<file path="config.mk">
export PLATFORM = sky130hd
export DESIGN_NAME = touch_key_offset_calibrator_unit
export DESIGN_NICKNAME = d
export VERILOG_FILES = /design/src/rtl/tkoc_pkg.sv /design/src/rtl/tkoc_front.sv /design/src/rtl/tkoc_queue.sv /design/src/rtl/tkoc_back.sv /design/src/rtl/touch_key_offset_calibrator_unit.sv
export SDC_FILE = /design/constraint.sdc
export NUM_CORES = 1
export LEC_CHECK = 0
export ABC_CLOCK_PERIOD_IN_PS = 6300
export BUFFER_PORTS_ARGS = -buffer_cell sky130_fd_sc_hd__buf_2
export CORE_ASPECT_RATIO = 1.5
export CORE_MARGIN = 2
export CORE_UTILIZATION = 38
export DETAILED_ROUTE_END_ITERATION = 6
export PLACE_DENSITY = 0.55
export SYNTH_ARGS = -nofsm -noshare
export SYNTH_HDL_FRONTEND = slang
export SYNTH_SLANG_ARGS = --single-unit
</file>
<file path="constraint.sdc">
create_clock -name clock -period 6.3 [get_ports clock]
set_clock_uncertainty 0.1 [all_clocks]
set_input_delay 0.315 -clock clock [delete_from_list [all_inputs] [get_ports clock]]
set_output_delay 0.315 -clock clock [all_outputs]
set_load 0.05 [all_outputs]
</file>
<file path="src/rtl/tkoc_pkg.sv">
// Shared types and constants for the touch key offset calibrator.
`timescale 1ns / 1ps
package tkoc_pkg;

   // Configuration register indexes.
   localparam logic [2:0] CSR_RAW_MIN       = 3'd0;
   localparam logic [2:0] CSR_RAW_MAX       = 3'd1;
   localparam logic [2:0] CSR_PASS_LIMIT    = 3'd2;
   localparam logic [2:0] CSR_OFFSET_RESET  = 3'd3;
   localparam logic [2:0] CSR_REPORT_ENABLE = 3'd4;

   localparam int CSR_INDEX_WIDTH = 3;
   localparam int CSR_DATA_WIDTH  = 16;

   // Reset values of the configuration registers.
   localparam logic [15:0] RAW_MIN_RESET       = 16'd250;
   localparam logic [15:0] RAW_MAX_RESET       = 16'd1750;
   localparam logic [3:0]  PASS_LIMIT_RESET    = 4'd2;
   localparam logic [7:0]  OFFSET_RESET_RESET  = 8'h12;
   localparam logic        REPORT_ENABLE_RESET = 1'b1;

   // Offset field and status bits.
   localparam logic [4:0] OFFSET_FIELD_MAX = 5'h1F;
   localparam int         STATUS_CHANGED_BIT = 3;
   localparam int         STATUS_DOWN_BIT    = 1;

   // Position of the averaging window where the decision is made.
   localparam logic [2:0] WINDOW_LAST = 3'd4;

   // Depth of the queue between front and back.
   localparam int QUEUE_DEPTH = 2;

   typedef enum logic [1:0] {
      CMD_IRQ   = 2'd0,
      CMD_WAKE  = 2'd1,
      CMD_SLEEP = 2'd2,
      CMD_NONE  = 2'd3
   } cmd_type;

   typedef enum logic [1:0] {
      OP_SAMPLE,
      OP_WAKE,
      OP_SLEEP,
      OP_IGNORE
   } op_type;

   typedef enum logic [1:0] {
      DIR_NONE = 2'd0,
      DIR_UP   = 2'd1,
      DIR_DOWN = 2'd2
   } dir_type;

   typedef struct packed {
      logic [15:0] raw_min;
      logic [15:0] raw_max;
      logic [3:0]  pass_limit;
      logic [7:0]  offset_reset;
      logic        report_enable;
   } cfg_type;

   // One classified word as it travels from front to back.
   typedef struct packed {
      op_type      op;
      logic [15:0] raw;
      logic        key_flag;
      logic        key_down;
   } entry_type;

endpackage

</file>
<file path="src/rtl/tkoc_front.sv">
// Front end: accepts request words and classifies them into queue entries.
`timescale 1ns / 1ps
module tkoc_front (
   input  logic                 req_valid,
   output logic                 req_ready,
   input  logic [1:0]           req_command,
   input  logic [15:0]          req_raw_sample,
   input  logic [7:0]           req_status_byte,
   input  tkoc_pkg::cfg_type    cfg,
   output logic                 push_valid,
   input  logic                 push_ready,
   output tkoc_pkg::entry_type  push_entry
);
   import tkoc_pkg::*;

   cmd_type cmd;

   assign cmd        = cmd_type'(req_command);
   assign req_ready  = push_ready;
   assign push_valid = req_valid;

   always_comb begin
      push_entry.raw = req_raw_sample;
      // A key report is only possible when reporting is on and the key changed.
      push_entry.key_flag = cfg.report_enable & req_status_byte[STATUS_CHANGED_BIT];
      push_entry.key_down = req_status_byte[STATUS_DOWN_BIT];
      case (cmd)
         CMD_IRQ:   push_entry.op = OP_SAMPLE;
         CMD_WAKE:  push_entry.op = OP_WAKE;
         CMD_SLEEP: push_entry.op = OP_SLEEP;
         default:   push_entry.op = OP_IGNORE;
      endcase
   end

endmodule

</file>
<file path="src/rtl/tkoc_queue.sv">
// Short first-in first-out queue of classified words between front and back.
`timescale 1ns / 1ps
module tkoc_queue (
   input  logic                 clock,
   input  logic                 reset,
   input  logic                 push_valid,
   output logic                 push_ready,
   input  tkoc_pkg::entry_type  push_entry,
   output logic                 pop_valid,
   input  logic                 pop_ready,
   output tkoc_pkg::entry_type  pop_entry
);
   import tkoc_pkg::*;

   localparam int PTR_WIDTH = (QUEUE_DEPTH > 1) ? $clog2(QUEUE_DEPTH) : 1;
   localparam int CNT_WIDTH = $clog2(QUEUE_DEPTH + 1);

   entry_type              slot_ff [QUEUE_DEPTH];
   logic [PTR_WIDTH-1:0]   wr_ptr_ff, wr_ptr_in;
   logic [PTR_WIDTH-1:0]   rd_ptr_ff, rd_ptr_in;
   logic [CNT_WIDTH-1:0]   count_ff, count_in;
   logic                   do_push, do_pop;

   assign push_ready = (count_ff != CNT_WIDTH'(QUEUE_DEPTH));
   assign pop_valid  = (count_ff != '0);
   assign pop_entry  = slot_ff[rd_ptr_ff];
   assign do_push    = push_valid & push_ready;
   assign do_pop     = pop_valid & pop_ready;

   function automatic logic [PTR_WIDTH-1:0] ptr_step(input logic [PTR_WIDTH-1:0] p);
      ptr_step = (p == PTR_WIDTH'(QUEUE_DEPTH - 1)) ? '0 : p + PTR_WIDTH'(1);
   endfunction

   always_comb begin
      wr_ptr_in = do_push ? ptr_step(wr_ptr_ff) : wr_ptr_ff;
      rd_ptr_in = do_pop  ? ptr_step(rd_ptr_ff) : rd_ptr_ff;
      count_in  = count_ff;
      if (do_push && !do_pop) begin
         count_in = count_ff + CNT_WIDTH'(1);
      end else if (do_pop && !do_push) begin
         count_in = count_ff - CNT_WIDTH'(1);
      end
   end

   always_ff @(posedge clock) begin
      if (reset) begin
         wr_ptr_ff <= '0;
         rd_ptr_ff <= '0;
         count_ff  <= '0;
      end else begin
         wr_ptr_ff <= wr_ptr_in;
         rd_ptr_ff <= rd_ptr_in;
         count_ff  <= count_in;
      end
   end

   always_ff @(posedge clock) begin
      if (do_push) begin
         slot_ff[wr_ptr_ff] <= push_entry;
      end
   end

endmodule

</file>
<file path="src/rtl/tkoc_back.sv">
// Back end: mode and calibration state, offset stepping and the result register.
`timescale 1ns / 1ps
module tkoc_back (
   input  logic                 clock,
   input  logic                 reset,
   input  tkoc_pkg::cfg_type    cfg,
   input  logic                 pop_valid,
   output logic                 pop_ready,
   input  tkoc_pkg::entry_type  pop_entry,
   output logic                 rsp_valid,
   input  logic                 rsp_ready,
   output logic                 rsp_key_event,
   output logic                 rsp_key_pressed,
   output logic                 rsp_offset_write,
   output logic [7:0]           rsp_offset_value,
   output logic                 rsp_calibrating,
   output logic                 rsp_calibration_done
);
   import tkoc_pkg::*;

   logic        normal_mode_ff, normal_mode_in;
   logic        cal_active_ff, cal_active_in;
   logic [2:0]  window_ff, window_in;
   logic [3:0]  pass_ff, pass_in;
   logic [17:0] sum_ff, sum_in;
   dir_type     prev_dir_ff, prev_dir_in;
   logic [7:0]  offset_ff, offset_in;

   logic        rsp_valid_ff, rsp_valid_in;
   logic        key_event_ff, key_event_in;
   logic        key_pressed_ff, key_pressed_in;
   logic        offset_write_ff, offset_write_in;
   logic        done_ff, done_in;

   logic        take;
   logic [17:0] sum_next;
   logic [15:0] average;
   logic [3:0]  limit;
   dir_type     dir;
   logic [7:0]  offset_step;
   logic        finish;

   assign take      = pop_valid & (~rsp_valid_ff | rsp_ready);
   assign pop_ready = ~rsp_valid_ff | rsp_ready;

   // Window arithmetic and the step decision for the last sample of a window.
   always_comb begin
      sum_next = (window_ff == '0) ? '0 : sum_ff + {2'b00, pop_entry.raw};
      average  = sum_next[17:2];
      limit    = (cfg.pass_limit == '0) ? 4'd1 : cfg.pass_limit;
      dir         = DIR_NONE;
      offset_step = offset_ff;
      if (average < cfg.raw_min) begin
         if (offset_ff[4:0] != '0) begin
            dir         = DIR_DOWN;
            offset_step = offset_ff - 8'd1;
         end
      end else if (average > cfg.raw_max) begin
         if (offset_ff[4:0] != OFFSET_FIELD_MAX) begin
            dir         = DIR_UP;
            offset_step = offset_ff + 8'd1;
         end
      end
      // A reversal after the first pass means the offset has settled.
      if (pass_ff != '0 && dir != prev_dir_ff) begin
         dir = DIR_NONE;
      end
      finish = ({1'b0, pass_ff} + 5'd1) >= {1'b0, limit};
   end

   always_comb begin
      normal_mode_in  = normal_mode_ff;
      cal_active_in   = cal_active_ff;
      window_in       = window_ff;
      pass_in         = pass_ff;
      sum_in          = sum_ff;
      prev_dir_in     = prev_dir_ff;
      offset_in       = offset_ff;
      rsp_valid_in    = rsp_valid_ff & ~rsp_ready;
      key_event_in    = key_event_ff;
      key_pressed_in  = key_pressed_ff;
      offset_write_in = offset_write_ff;
      done_in         = done_ff;
      if (take) begin
         rsp_valid_in    = 1'b1;
         key_event_in    = 1'b0;
         key_pressed_in  = 1'b0;
         offset_write_in = 1'b0;
         done_in         = 1'b0;
         case (pop_entry.op)
            OP_WAKE: begin
               if (!normal_mode_ff) begin
                  normal_mode_in = 1'b1;
                  offset_in      = cfg.offset_reset;
                  cal_active_in  = 1'b1;
                  pass_in        = '0;
                  window_in      = '0;
               end
            end
            OP_SLEEP: begin
               normal_mode_in = 1'b0;
            end
            OP_SAMPLE: begin
               if (normal_mode_ff && cal_active_ff) begin
                  sum_in    = sum_next;
                  window_in = (window_ff < WINDOW_LAST) ? window_ff + 3'd1 : '0;
                  if (window_ff == WINDOW_LAST) begin
                     if (dir == DIR_NONE) begin
                        cal_active_in = 1'b0;
                        pass_in       = '0;
                        done_in       = 1'b1;
                     end else begin
                        offset_in       = offset_step;
                        offset_write_in = 1'b1;
                        if (finish) begin
                           cal_active_in = 1'b0;
                           pass_in       = '0;
                           done_in       = 1'b1;
                        end else begin
                           prev_dir_in = dir;
                           pass_in     = pass_ff + 4'd1;
                        end
                     end
                  end
               end else if (pop_entry.key_flag) begin
                  key_event_in   = 1'b1;
                  key_pressed_in = pop_entry.key_down;
               end
            end
            default: begin
            end
         endcase
      end
   end

   always_ff @(posedge clock) begin
      if (reset) begin
         normal_mode_ff <= 1'b1;
         cal_active_ff  <= 1'b1;
         window_ff      <= '0;
         pass_ff        <= '0;
         sum_ff         <= '0;
         prev_dir_ff    <= DIR_NONE;
         offset_ff      <= OFFSET_RESET_RESET;
         rsp_valid_ff   <= 1'b0;
      end else begin
         normal_mode_ff <= normal_mode_in;
         cal_active_ff  <= cal_active_in;
         window_ff      <= window_in;
         pass_ff        <= pass_in;
         sum_ff         <= sum_in;
         prev_dir_ff    <= prev_dir_in;
         offset_ff      <= offset_in;
         rsp_valid_ff   <= rsp_valid_in;
      end
   end

   always_ff @(posedge clock) begin
      key_event_ff    <= key_event_in;
      key_pressed_ff  <= key_pressed_in;
      offset_write_ff <= offset_write_in;
      done_ff         <= done_in;
   end

   assign rsp_valid            = rsp_valid_ff;
   assign rsp_key_event        = key_event_ff;
   assign rsp_key_pressed      = key_pressed_ff;
   assign rsp_offset_write     = offset_write_ff;
   assign rsp_offset_value     = offset_ff;
   assign rsp_calibrating      = cal_active_ff;
   assign rsp_calibration_done = done_ff;

endmodule

</file>
<file path="src/rtl/touch_key_offset_calibrator_unit.sv">
// Top level of the touch key offset calibrator: configuration registers and the datapath.
`timescale 1ns / 1ps
// Usage
// The request channel (req_) carries one event word per handshake: a sensor
// interrupt with its raw sample and status byte, a wake command or a sleep
// command. The response channel (rsp_) returns exactly one word per request,
// in order: key event and pressed flags, whether the offset was rewritten,
// the current offset value, and the calibration status.
// A front end classifies each request and drops it into a two-entry queue;
// the back end updates the mode and calibration state and loads the result
// register. Each accepted request is written into the queue, and its response
// is then loaded into the result register. While rsp_ready stays high, the
// block sustains one word per cycle in both directions.
// When the receiver stalls, the result register holds its word and the queue
// keeps absorbing requests until both of its entries are in use, after which
// req_ready drops; no word is lost or repeated.
// Reset puts the block in normal mode with calibration active, the offset at
// the reset value of its load register, and all configuration registers at
// their defaults. The configuration port writes one register per cycle with
// csr_write_enable and should be used only while no word is in flight.
module touch_key_offset_calibrator_unit (
   input  logic                                  clock,
   input  logic                                  reset,
   input  logic                                  req_valid,
   output logic                                  req_ready,
   input  logic [1:0]                            req_command,
   input  logic [15:0]                           req_raw_sample,
   input  logic [7:0]                            req_status_byte,
   output logic                                  rsp_valid,
   input  logic                                  rsp_ready,
   output logic                                  rsp_key_event,
   output logic                                  rsp_key_pressed,
   output logic                                  rsp_offset_write,
   output logic [7:0]                            rsp_offset_value,
   output logic                                  rsp_calibrating,
   output logic                                  rsp_calibration_done,
   input  logic                                  csr_write_enable,
   input  logic [tkoc_pkg::CSR_INDEX_WIDTH-1:0]  csr_index,
   input  logic [tkoc_pkg::CSR_DATA_WIDTH-1:0]   csr_write_data
);
   import tkoc_pkg::*;

   cfg_type   cfg_ff, cfg_in;
   logic      push_valid, push_ready;
   entry_type push_entry;
   logic      pop_valid, pop_ready;
   entry_type pop_entry;

   // Register writes; an index outside the register list is dropped.
   always_comb begin
      cfg_in = cfg_ff;
      if (csr_write_enable) begin
         case (csr_index)
            CSR_RAW_MIN:       cfg_in.raw_min       = csr_write_data;
            CSR_RAW_MAX:       cfg_in.raw_max       = csr_write_data;
            CSR_PASS_LIMIT:    cfg_in.pass_limit    = csr_write_data[3:0];
            CSR_OFFSET_RESET:  cfg_in.offset_reset  = csr_write_data[7:0];
            CSR_REPORT_ENABLE: cfg_in.report_enable = csr_write_data[0];
            default: begin
            end
         endcase
      end
   end

   always_ff @(posedge clock) begin
      if (reset) begin
         cfg_ff.raw_min       <= RAW_MIN_RESET;
         cfg_ff.raw_max       <= RAW_MAX_RESET;
         cfg_ff.pass_limit    <= PASS_LIMIT_RESET;
         cfg_ff.offset_reset  <= OFFSET_RESET_RESET;
         cfg_ff.report_enable <= REPORT_ENABLE_RESET;
      end else begin
         cfg_ff <= cfg_in;
      end
   end

   tkoc_front u_front (
      .req_valid       (req_valid),
      .req_ready       (req_ready),
      .req_command     (req_command),
      .req_raw_sample  (req_raw_sample),
      .req_status_byte (req_status_byte),
      .cfg             (cfg_ff),
      .push_valid      (push_valid),
      .push_ready      (push_ready),
      .push_entry      (push_entry)
   );

   tkoc_queue u_queue (
      .clock      (clock),
      .reset      (reset),
      .push_valid (push_valid),
      .push_ready (push_ready),
      .push_entry (push_entry),
      .pop_valid  (pop_valid),
      .pop_ready  (pop_ready),
      .pop_entry  (pop_entry)
   );

   tkoc_back u_back (
      .clock                (clock),
      .reset                (reset),
      .cfg                  (cfg_ff),
      .pop_valid            (pop_valid),
      .pop_ready            (pop_ready),
      .pop_entry            (pop_entry),
      .rsp_valid            (rsp_valid),
      .rsp_ready            (rsp_ready),
      .rsp_key_event        (rsp_key_event),
      .rsp_key_pressed      (rsp_key_pressed),
      .rsp_offset_write     (rsp_offset_write),
      .rsp_offset_value     (rsp_offset_value),
      .rsp_calibrating      (rsp_calibrating),
      .rsp_calibration_done (rsp_calibration_done)
   );

endmodule

</file>
After elaboration in Yosys (flattened, before gate mapping)
Memory sizes are Yosys's and may differ from the RTL's. A register that Yosys moved wholly into a read port is not among the register bits.
Cells that the tools add are included.
{"block": "word_totals", "ff_bits": 91, "latch_bits": 0, "mem_bits_rw": 40, "mem_bits_ro": 0, "output_inout_bits": 15, "mem_count": 1}
{"block": "classes", "add_sub_neg": 10, "mul": 0, "div_mod_pow": 0, "n_lt_le_gt_ge": 4, "eq_ne": 20, "shifts": 0, "mux": 47, "bitwise": 11, "n_reduce_logical": 33}
{"memory": "u_queue.slot_ff", "words": 2, "width": 20, "read_ports": 1, "rd_clocked_by_memory_dff": 1, "wr": 1, "line_no": "tkoc_queue.sv:18", "source": "entry_type slot_ff [QUEUE_DEPTH];"}
{"cell": "8-bit two-way mux", "count": 8}
{"cell": "4-bit two-way mux", "count": 6}
{"cell": "18-bit by 16-bit adder with 18-bit output", "count": 1}
{"cell": "18-bit two-way mux", "count": 1}
{"cell": "1-bit two-way mux", "count": 17}
{"cell": "16-bit > comparator", "count": 1}
{"cell": "16-bit < comparator", "count": 1}
{"cell": "8-bit case mux with 2 select lines", "count": 1}
{"cell": "2-bit two-way mux", "count": 6}
{"cell": "2-bit AND reduction", "count": 6}
{"cell": "6-bit AND reduction", "count": 2}
{"cell": "3-bit two-way mux", "count": 3}
{"cell": "3-bit by 1-bit != test with 1-bit output, second input constant", "count": 3}
{"cell": "9-bit AND reduction", "count": 1}
{"cell": "8-bit by 1-bit adder with 8-bit output, second input constant", "count": 1}
{"cell": "4-bit case mux with 2 select lines", "count": 1}
{"cell": "2-bit nonzero test", "count": 4}
{"cell": "8-bit by 1-bit subtractor with 8-bit output, second input constant", "count": 1}
{"cell": "3-bit by 2-bit equality test with 1-bit output, second input constant", "count": 2}
{"cell": "3-bit equality test, second input constant", "count": 2}
{"cell": "2-bit zero test", "count": 3}
{"cell": "3-bit zero test", "count": 2}
{"cell": "2-bit != test, second input constant", "count": 3}
{"cell": "1-bit inverter", "count": 6}
{"cell": "other kinds (30)", "count": 43}

Depth between registers and ports, before layout
{"block": "depth", "ltp_word": 13, "ltp_mapped": 29}

Hierarchy
From an unflattened synthesis, not the netlist that was laid out.
{"block": "hier_totals", "cells_unflattened": 811, "area_unflattened_um2": 7773.7}
{"module": "tkoc_back", "n_inst": 1, "cells_per_inst": 524, "area_each_um2": 4106.4, "seq_area_each_um2": 880.8}
{"module": "touch_key_offset_calibrator_unit", "n_inst": 1, "cells_per_inst": 179, "area_each_um2": 1851.8, "seq_area_each_um2": 900.9}
{"module": "tkoc_queue", "n_inst": 1, "cells_per_inst": 86, "area_each_um2": 1659.1, "seq_area_each_um2": 1301.2}
{"module": "tkoc_front", "n_inst": 1, "cells_per_inst": 22, "area_each_um2": 156.4, "seq_area_each_um2": 0.0}

Worst setup path after synthesis
OpenSTA, ideal clock, no wires.
{"block": "synth_timing", "kind": "register to register", "startpoint": "register with a tool-made name", "endpoint": "register u_back.offset_ff[7], in the netlist u_back.rsp_offset_value[7]", "setup_time_ps": 117, "arrival_ps": 6390, "path_slack_ps": -308, "path_stages_with_launch": 29, "path_cell_list": "dfxtp_1 -> clkbuf_1 -> clkbuf_1 -> mux2_2 -> ha_1 -> a211oi_1 -> o21ai_0 -> a2111o_1 -> a31oi_1 -> o21ai_0 -> xor2_1 -> and2_1 -> ha_1 -> a211oi_1 -> o21bai_1 -> a21oi_1 -> o21ai_0 -> or2_1 -> buf_4 -> inv_1 -> ha_1 -> a21o_1 -> a21oi_1 -> o211ai_1 -> a21o_1 -> a21oi_1 -> xnor2_1 -> a211o_1 -> a32o_1"}
{"element": "to (signal assigned)", "line_no": "tkoc_back.sv:153", "source": "offset_ff <= offset_in;"}
{"element": "to (decl)", "line_no": "tkoc_back.sv:27", "source": "logic [7:0] offset_ff, offset_in;"}

==> results.md <==
- The post-synthesis async set-or-reset flop share is 0%.
- The analysis attributes to cell leakage a power of 3.457 nW.
- The critical path class is flip-flop to flip-flop.
- The maximum clock path buffer count is 2.
- The detailed router's first-iteration violation count is 181.
- The global-route wire length before repair is 27140 um.
- The die footprint is 20000 sq um.
- For this run, the leading register cell type out of synthesis is sky130_fd_sc_hd__dfxtp_1.
- The required time at the endpoint of the critical path is 6.51 ns.
- Of the synthesized area, sequential elements account for 43.02%.
- The count of endpoints failing setup in the final report is 0.
- Dividing the detail-routed wire length by the instance count gives 14.60 um.
- The total number of nets in the final design is 977.
- The synthesized flop and latch total is 132.
- The worst path uses 93.29% of the clock period.
- In this run the vertical extent of the chip is 172.2 um.
- The aggregate global-route resource usage is 17.34%.
- The post-CTS repair timing setup buffer count is 0.
- The count of nets left with antenna violations once routing finished came out at 0.
- The hold violation count in the final report was 0.
- The max-cap violation count is 0.
- Of the cells placed in the final design, the portion with a size suffix greater than 1 is 16.61%.
- The aggregate global routing overflow is 0.
- The final routed wirelength across all metal layers is 16420 um.
- The routability congestion estimate from global placement is 0.8489.
- The number of antenna violations at the first check in global routing is 0.
- The initial utilization of the core area, before any placement, comes to 38.64%.
- The number of cells produced by synthesis is 779.
- Setup repair after global routing left no endpoint under its margin.
- The flow ran to the end, and the final reports show no timing, DRC or antenna violations.
- The floorplan has 61 rows.
- The normalized max-slew margin is 24.04%.
- The number of synthesized flops with an enable pin is 44.
- In this run the worst hold path is classified as input port to flip-flop.
- The CTS tree is built.
- Counting I/O delays and the setup requirement, the final critical path takes 5.877 ns.
- The kind of end point of the critical path is a flip-flop.
- The number of max-slew violations in the final report is 0.
- The master cell of the clock root buffer is sky130_fd_sc_hd__clkbuf_16.
- After detailed placement, the design holds a cell count of 1074.
- The worst-case register-to-register setup slack is 0.42 ns.
- The number of nets in the synthesized netlist is 896.
- Data arrives at the worst endpoint at 6.09 ns.
- In this run the standard cell core region covers 18550 sq um.
- The maximum resistive drop on vdd is 0.0001634 V.
- The number of port buffers is 58.
- The actual transition at the worst max-transition pin is 1.139 ns.
- By area the synthesized netlist is led by sky130_fd_sc_hd__dfxtp_1 25%, sky130_fd_sc_hd__edfxtp_1 18%, sky130_fd_sc_hd__ha_1 11%.
- The most common library cell in the layout ignoring fill and taps is sky130_fd_sc_hd__nand2_1.
- The detailed-route via count is 5681.
- The number of antenna repair diodes is 0.
- The start point of the worst hold path is csr_write_data[10].
- The total number of yosys warnings is 0.
- The I/O pin count is 65.
- Measured along the x axis, the die boundary spans 116.1 um.
- Synthesis instantiated 64 different standard cells from the library.
- The number of global-route vias before repair is 5397.
- The achievable clock frequency is 0.1701 GHz.
- The share of synthesized area in the top cell type comes to 24.58%.
- A synthesized cell averages 9.200 sq um.
- Hold timing on the final database bottoms out at a slack of 0.04128 ns.
- The source-to-sink clock delay at the later pin of the worst-skew pair is 0.42 ns.
- The total power of the final layout is 2.920 mW.
- The synthesized design spends more area on one cell type than any other, namely sky130_fd_sc_hd__dfxtp_1.
- In the layout the commonest cells are 129 x sky130_fd_sc_hd__nand2_1, 87 x sky130_fd_sc_hd__dfxtp_1, 75 x sky130_fd_sc_hd__a21oi_1.
- The CTS H-tree depth is 4.
- The cell area that synthesis handed to floorplanning was 7167 sq um.
- The number of sinks driven by the clock tree is 132.
- The worst-path maximum fanout is 5.
- The setup TNS after final layout is 0 ns.
- For this design the ratio of total power to cell area is 339.6 nW/um^2.
- The first detailed-routing pass ran for 4 iterations.
- Once detailed placement completed, the half-perimeter wirelength came to 12080 um.
- In the routed layout, each cell is associated on average with a via count of 5.050.
- The filler-free cell count of the finished design is 1125.
- For this run, design rule violations remaining after detail routing come to 0.
- The largest net degree at the start of global routing is 70.
- Buffers inserted during clock tree synthesis total 17.
- The post-CTS clock slew at the launch and capture registers of the worst setup and hold paths is 0.06 ns.
- The synthesis-to-layout area growth is 19.99%.
- The kind of launch point of the worst setup path is a flip-flop.
[flip-flops by register name (all words and copies together) (netlist names), 2 cells and up, named ones only]
| name | cells |
|---|---|
| u_back.pass_ff | 4 |
| u_queue.slot_ff | 40 |
| u_back.window_ff | 3 |
| u_back.rsp_offset_value | 8 |
| u_back.sum_ff | 18 |
| u_queue.count_ff | 2 |
| u_back.prev_dir_ff | 2 |
| cfg_ff | 45 |
[cell usage after synthesis (5+ instances only)]
| library cell | count |
|---|---|
| sky130_fd_sc_hd__a211oi_1 | 11 |
| sky130_fd_sc_hd__a21o_1 | 9 |
| sky130_fd_sc_hd__a21oi_1 | 76 |
| sky130_fd_sc_hd__a31oi_1 | 6 |
| sky130_fd_sc_hd__clkbuf_1 | 29 |
| sky130_fd_sc_hd__dfxtp_1 | 88 |
| sky130_fd_sc_hd__edfxtp_1 | 44 |
| sky130_fd_sc_hd__ha_1 | 65 |
| sky130_fd_sc_hd__inv_1 | 50 |
| sky130_fd_sc_hd__mux2_2 | 16 |
| sky130_fd_sc_hd__mux2i_1 | 12 |
| sky130_fd_sc_hd__nand2_1 | 129 |
| sky130_fd_sc_hd__nand2b_1 | 6 |
| sky130_fd_sc_hd__nand3_1 | 24 |
| sky130_fd_sc_hd__nand4_1 | 5 |
| sky130_fd_sc_hd__nor2_1 | 47 |
| sky130_fd_sc_hd__nor2b_1 | 9 |
| sky130_fd_sc_hd__nor3_1 | 15 |
| sky130_fd_sc_hd__o211ai_1 | 17 |
| sky130_fd_sc_hd__o21a_1 | 6 |
| sky130_fd_sc_hd__o21ai_0 | 20 |
| sky130_fd_sc_hd__or3_1 | 6 |
| sky130_fd_sc_hd__xnor2_1 | 7 |
| sky130_fd_sc_hd__xor2_1 | 14 |
[metal layers]
layer | GRT usage, % | vias to the layer above | wire (um)
met5 | 0 | - | 0
met4 | 5.901 | 0 | 301
met3 | 2.734 | 18 | 531
met2 | 30.18 | 105 | 8280
met1 | 21.72 | 2629 | 7306
li1 | - | 2929 | -
[final timing paths]
kind                                                           endpoint  cells past startpoint
worst max register to register  u_back.rsp_offset_value[7]$_SDFFE_PP0P_                     26
worst min register to register                  cfg_ff[18]$_SDFFE_PP0P_                      2
worst max-delay path            u_back.rsp_offset_value[7]$_SDFFE_PP0P_                     26
worst min-delay path                            cfg_ff[23]$_SDFFE_PP1P_                      3
[power breakdown]
| part | switching (mW) | internal [mW] | leakage [nW] |
|---|---|---|---|
| clock | 0.383 | 0.637 | 0.295 |
| sequential | 0.0443 | 0.979 | 1.13 |
| combinational | 0.538 | 0.339 | 2.03 |
| total | 0.965 | 1.95 | 3.46 |
[kinds of logic after synthesis]
| group | share of synthesized area, % |
|---|---|
| flip-flops | 43.02 |
| AO/OA/AOI/OAI | 17.23 |
| XOR/XNOR | 2.566 |
| AND/OR/NAND/NOR | 16.46 |
| multiplexers | 4.190 |
| buffers and inverters | 4.626 |
| adder cells (fa/ha/maj) | 11.91 |
[worst max-delay path, stage by stage, from the launching register on]
cell                       delay [ns]
sky130_fd_sc_hd__dfxtp_2         0.38
sky130_fd_sc_hd__mux2_2          0.35
sky130_fd_sc_hd__ha_1            0.22
sky130_fd_sc_hd__fa_1            0.42
sky130_fd_sc_hd__a211oi_2        0.27
sky130_fd_sc_hd__o21ai_1         0.14
sky130_fd_sc_hd__a41oi_1         0.29
sky130_fd_sc_hd__a211oi_1        0.14
sky130_fd_sc_hd__o21a_1          0.20
sky130_fd_sc_hd__o22ai_1         0.19
sky130_fd_sc_hd__or3_1           0.14
sky130_fd_sc_hd__nand2_1         0.09
sky130_fd_sc_hd__ha_1            0.30
sky130_fd_sc_hd__a21o_1          0.18
sky130_fd_sc_hd__a21oi_1         0.13
sky130_fd_sc_hd__o21ai_1         0.13
sky130_fd_sc_hd__or2_1           0.26
sky130_fd_sc_hd__inv_1           0.08
sky130_fd_sc_hd__ha_1            0.22
sky130_fd_sc_hd__a21o_1          0.17
sky130_fd_sc_hd__a21oi_1         0.19
sky130_fd_sc_hd__o211ai_1        0.15
sky130_fd_sc_hd__a21o_1          0.21
sky130_fd_sc_hd__a21oi_2         0.17
sky130_fd_sc_hd__xnor2_1         0.10
sky130_fd_sc_hd__a211o_1         0.29
sky130_fd_sc_hd__a32o_1          0.25
[cell type report]
type	instances	area, sq um
repair buffers	97	634.4
clock inverters	14	175.2
clock buffers	18	439.2
multi-input cells	562	3764
inverters	50	187.7
flip-flops and latches	132	3084
fillers	1852	9947
well taps	252	315.3
[through the flow]
step | instance area [sq um] | util (%) | setup WS (ns)
floorplan | 7172 | - | 0.009743
global placement | 7781 | 41.96 | 0.1432
detailed placement | 7781 | 41.96 | 0.05111
CTS | 8586 | 46.29 | 0.01914
global route | 8600 | 46.37 | 0.01586
finish | 8600 | 46.37 | 0.4226
[repair_timing]
| action | in CTS | in global routing |
|---|---|---|
| hold buffers | 19 | 0 |
| endpoints found under the hold margin | 38 | 0 |
| endpoints found under the setup margin | 0 | 2 |
| gates resized for setup | 0 | 6 |
Power figures use the tool's default switching activity.
